$ cat config.mk
export PLATFORM = sky130hd
export DESIGN_NAME = fccw_ctrl
export DESIGN_NICKNAME = d
export VERILOG_FILES = /design/src/sv/fccw_pkg.sv /design/src/sv/fccw_ctrl.sv
export SDC_FILE = /design/constraint.sdc
export NUM_CORES = 1
export LEC_CHECK = 0
export BUFFER_PORTS_ARGS = -buffer_cell sky130_fd_sc_hd__buf_2
export CAP_MARGIN = 20
export CORE_AREA = 5 5 42 44
export DETAILED_ROUTE_END_ITERATION = 16
export DIE_AREA = 0 0 47 49
export PLACE_DENSITY = 0.57
export SYNTH_ARGS = -nofsm -noshare
export SYNTH_HDL_FRONTEND = slang
export SYNTH_SLANG_ARGS = --single-unit
$ cat constraint.sdc
create_clock -name clk -period 3.82 [get_ports clk]
set_clock_uncertainty 0.1 [all_clocks]
set_input_delay 0 -clock clk [delete_from_list [all_inputs] [get_ports clk]]
set_output_delay 0 -clock clk [all_outputs]
set_load 0.01 [all_outputs]
$ cat src/sv/fccw_pkg.sv
// Shared types and constants for the FAT12 cluster chain walker.
// Used by fccw_ctrl, fccw_dpath and the top level fat12_cluster_chain_walker.
`default_nettype none

package fccw_pkg;

	// Default table geometry
	localparam int TABLE_ENTRIES_DEFAULT       = 4096;
	localparam int SECTORS_PER_CLUSTER_DEFAULT = 8;

	// Register reset values
	localparam logic [15:0] DATA_START_RST = 16'd32;
	localparam logic [11:0] END_THR_RST    = 12'hFF8;

	// Field widths
	localparam int ACTION_W   = 2;
	localparam int BYTE_IDX_W = 13;
	localparam int CLUSTER_W  = 12;
	localparam int SECTOR_W   = 17;
	localparam int S_TDATA_W  = 40;
	localparam int M_TDATA_W  = 32;
	localparam int CFG_DATA_W = 16;

	// Configuration register indexes
	localparam logic REG_DATA_START = 1'b0;
	localparam logic REG_END_THR    = 1'b1;

	typedef enum logic [ACTION_W-1:0] {
		ACT_WRITE = 2'd0,
		ACT_START = 2'd1,
		ACT_CONT  = 2'd2,
		ACT_NONE  = 2'd3
	} action_t;

	// Controller to datapath
	typedef struct packed {
		logic wr_byte;     // write one table byte from the input transaction
		logic load_start;  // load the current cluster from the input transaction
		logic rd_b;        // read the second table byte instead of the first
		logic cap_a;       // hold first byte, form the sector base
		logic cap_b;       // unpack the next cluster
		logic clr_sec;     // clear the sector counter
		logic emit;        // load a sector result into the output register
		logic emit_end;    // load a chain-end result into the output register
		logic commit;      // advance the current cluster
	} fccw_cmd_t;

	// Datapath to controller
	typedef struct packed {
		logic walk_ok;      // current cluster is nonzero and below the threshold
		logic out_free;     // output register can take a result this cycle
		logic last_sector;  // sector counter is on the last sector of the cluster
	} fccw_stat_t;

endpackage

`default_nettype wire

$ cat src/sv/fccw_ctrl.sv
// Controller state machine for the FAT12 cluster chain walker.
// Depends on fccw_pkg; drives fccw_dpath through fccw_cmd_t.
`default_nettype none

module fccw_ctrl
	import fccw_pkg::*;
(
	input  wire logic                clk,
	input  wire logic                arst_n,
	input  wire logic                in_valid,
	input  wire logic [ACTION_W-1:0] in_action,
	output logic                     in_ready,
	input  wire fccw_stat_t          stat,
	output fccw_cmd_t                cmd
);

	typedef enum logic [4:0] {
		ST_IDLE = 5'b00001,
		ST_LOOK = 5'b00010,
		ST_RD1  = 5'b00100,
		ST_RD2  = 5'b01000,
		ST_EMIT = 5'b10000
	} state_t;

	state_t state_q, state_d;
	action_t act;

	assign act      = action_t'(in_action);
	assign in_ready = (state_q == ST_IDLE);

	always_comb begin
		state_d = state_q;
		cmd     = '0;
		unique case (state_q)
			ST_IDLE: begin
				if (in_valid) begin
					unique case (act)
						ACT_WRITE: cmd.wr_byte = 1'b1;
						ACT_START: begin
							cmd.load_start = 1'b1;
							state_d        = ST_LOOK;
						end
						ACT_CONT: state_d = ST_LOOK;
						ACT_NONE: state_d = ST_IDLE;
						default:  state_d = ST_IDLE;
					endcase
				end
			end
			ST_LOOK: begin
				// first table byte is read here
				cmd.clr_sec = 1'b1;
				if (stat.walk_ok) begin
					state_d = ST_RD1;
				end else if (stat.out_free) begin
					cmd.emit_end = 1'b1;
					state_d      = ST_IDLE;
				end
			end
			ST_RD1: begin
				cmd.rd_b  = 1'b1;
				cmd.cap_a = 1'b1;
				state_d   = ST_RD2;
			end
			ST_RD2: begin
				cmd.cap_b = 1'b1;
				state_d   = ST_EMIT;
			end
			ST_EMIT: begin
				if (stat.out_free) begin
					cmd.emit = 1'b1;
					if (stat.last_sector) begin
						cmd.commit = 1'b1;
						state_d    = ST_IDLE;
					end
				end
			end
			default: state_d = ST_IDLE;
		endcase
	end

	always_ff @(posedge clk or negedge arst_n) begin
		if (!arst_n) begin
			state_q <= ST_IDLE;
		end else begin
			state_q <= state_d;
		end
	end

endmodule

`default_nettype wire

==> results.py <==
metrics = {
    "final_layout": {
        "fillers": 142,
        "largest_reg_flops": 5,
        "diodes": 0,
        "final_nets": 81,
        "drive_gt1_share_pct": 36.2,
        "instances_no_fill": 85,
        "reg_top3": "state_q x5",
        "seq_area_sq_um": 126,
        "multiInputGateArea_sq_um": 279,
        "area.growth.synth_to_final_pct": 36.7,
        "regMostFlops": "state_q",
    },
    "power_and_ir_drop": {
        "leakagePower_nw": 0.340,
        "powerDensity_nw_per_um2": 515,
        "max-vdd-ir-drop_uv": 303,
    },
    "timing": {
        "final_max_slew_viol_count": 0,
        "max_slew_margin_pct": 76.9,
        "final.setup.tns_ps": 0,
        "period_needed_ps": 1770,
        "setup_ws_ps": 2050,
        "whs_ps": 135,
        "timing.fmax_mhz": 566,
        "hold_viol_final": 0,
        "rsz0062_at_grt": "no",
        "timing.final.crit_share_pct": 46.3,
        "worstMarginPinSlew_ps": 345,
        "setup_viol": 0,
    },
    "worst_setup_path": {
        "critPathKind": "flop to flop",
        "cp_slowest_stage_delay_ps": 470,
        "end_kind": "flop",
        "cp_slowest_cell": "dfrtp_1",
        "cp.required_ps": 3880,
        "path_cells": "nor4_4 -> nand3b_2 -> o2111ai_2 -> mux2_1",
        "crit-reg2reg-launch": "state_q[4]$_DFFE_PN0P_",
        "crit_fanout": 8,
        "cp-startpoint": "state_q[4]$_DFFE_PN0P_",
        "critPathArrivalTime_ps": 1830,
        "worstSetupStartpointType": "flop",
    },
    "clock_network": {
        "clkSinkCount": 5,
        "cts_resized": 0,
        "cts_root_buf": "clkbuf_4",
        "postCtsSetupBuffers": 0,
        "clock_latency_ps": 240,
        "numCtsBuffers": 3,
        "cts_tree": "done",
        "htree_levels": 1,
        "clock_path_buffers": 2,
        "clkTransAtPathRegs_ps": 40,
    },
    "yosys": {
        "synth-seq-cells": 5,
        "synth_area_leaders": "dfrtp_1, and3_1, ha_1",
        "synth_area_per_cell_sq_um": 9.41,
        "syn_area_sq_um": 433,
        "netlist.area_leader.share_pct": 23.1,
        "ys_seq_area_share_pct": 29.2,
        "synth_cell_type_count": 26,
        "synth_nets": 57,
        "synth_cells": 46,
        "yosys_warnings": 0,
        "yosys.area.top_type": "dfrtp_1",
    },
    "global_routing": {
        "antenna_found_initial": 0,
        "track_usage_pct": 10.9,
        "grt_max_degree": 11,
        "grt_pass1_wl_um": 1770,
        "grt_overflow": 0,
        "grt_pass1_vias": 418,
    },
    "die": {
        "die_h_um": 49,
        "rows": 14,
        "die_x_um": 47,
        "fp.dieArea_sq_um": 2300,
        "start_util_pct": 30.9,
        "core-area_sq_um": 1400,
        "ioPinCount": 18,
    },
    "placed_design": {
        "gp_congestion": 0.811,
        "io_buffers": 17,
        "hpwlAfterDp_um": 844,
        "dp.cells": 77,
        "place_ws_ps": 2070,
    },
    "job": {
        "cap_viol_max_count": 0,
    },
    "route": {
        "vias": 437,
        "wirelength_um": 1040,
        "drtIter0Drc": 13,
        "wl_per_cell_um": 12.3,
        "dr.pass1.iters": 2,
        "via_per_inst": 5.14,
        "ant_nets": 0,
        "drc": 0,
    },
    "hold_path": {
        "hold_path.class": "primary input to async pin",
    },
    "status": {
        "status": "finished clean",
    },
}
worst max-delay path: cells and delay by family (launching register included):
family	cells	cell delay (ps)
AO/OA/AOI/OAI	1	230
AND/OR/NAND/NOR	2	550
multiplexers	1	350
flip-flops	1	470
cells by family after synthesis:
| group | Yosys count | synth area share, % |
|---|---|---|
| flops | 5 | 29.2 |
| buf+inv | 6 | 6.36 |
| mux | 1 | 2.60 |
| simple gates | 25 | 41.0 |
| fa+ha+maj | 3 | 8.67 |
| compound gates | 6 | 12.1 |
through the flow:
stage,cell area (sq um),utilization [%],power [mW]
after floorplan,433,-,0.203
after global placement,526,37.5,0.242
after detailed placement,526,37.5,0.240
after CTS,592,42.2,0.306
after global routing,592,42.2,0.334
final,592,42.2,0.305
final timing paths:
check                                         end  slack, ps  cells after the start
max in group asynchronous  state_q[2]$_DFFE_PN0P_       2880                      3
setup reg to reg           state_q[0]$_DFFE_PN1P_       2050                      4
min in group clk           state_q[1]$_DFFE_PN0P_        170                      4
hold / removal             state_q[0]$_DFFE_PN1P_        140                      2
hold reg to reg            state_q[1]$_DFFE_PN0P_        550                      2
setup / recovery           state_q[0]$_DFFE_PN1P_       2050                      4
cell usage in the layout (no fill, tap or decap):
master	n
buf_2	17
and3_1	7
inv_1	4
dlygate4sd3_1	4
dfrtp_1	4
and2_1	3
nor2_1	3
ha_1	3
clkbuf_4	3
nor2b_1	2
nand3_1	2
nor3_2	1
nor4_4	1
and4_1	1
nand3b_2	1
nor3b_1	1
nor4_1	1
o21ai_0	1
nand3b_1	1
nand4b_1	1
o2111ai_2	1
a21o_1	1
o22ai_1	1
a32o_1	1
o311ai_1	1
mux2_1	1
clkbuf_1	1
dfstp_2	1
what timing repair did:
item,CTS,global route
endpoints found under the hold margin,7,0
hold buffers,4,0
setup endpoints to repair,0,0
Yosys cell counts:
cell,instances
nor3_2,1
buf_2,1
nand4b_1,1
and4_1,1
o22ai_1,1
o21ai_0,1
nand3b_2,1
o2111ai_2,1
inv_1,4
o311ai_1,1
and2_1,3
nor2_1,3
nor2b_1,2
dfstp_2,1
buf_4,1
ha_1,3
nor4_4,1
mux2_1,1
nor4_1,1
dfrtp_1,4
a21o_1,1
a32o_1,1
nand3b_1,1
nand3_1,2
and3_1,7
nor3b_1,1
report_power, final:
group / switching, mW / leakage, nW / internal (mW)
Combinational: 0.0736 / 0.260 / 0.0702
Sequential: 0.0286 / 0.0652 / 0.0703
Clock: 0.0225 / 0.0150 / 0.0395
Total: 0.125 / 0.340 / 0.180
metal layers:
layer | up-vias | GRT usage (%) | part of all wire, %
li1 | 217 | - | -
met1 | 206 | 12.2 | 43
met2 | 12 | 16.7 | 50
met3 | 2 | 2.58 | 3.8
met4 | 0 | 8.29 | 2.8
met5 | - | 0 | 0
area by class of cell:
cell class	instances	area share, %
sequential	5	21.4
timing repair buffer	21	21.1
tap	16	3.38
multi-input combinational	35	47.1
clock buffer	4	4.44
inverter	4	2.54
No activity file was read; power rests on OpenSTA's default activity.
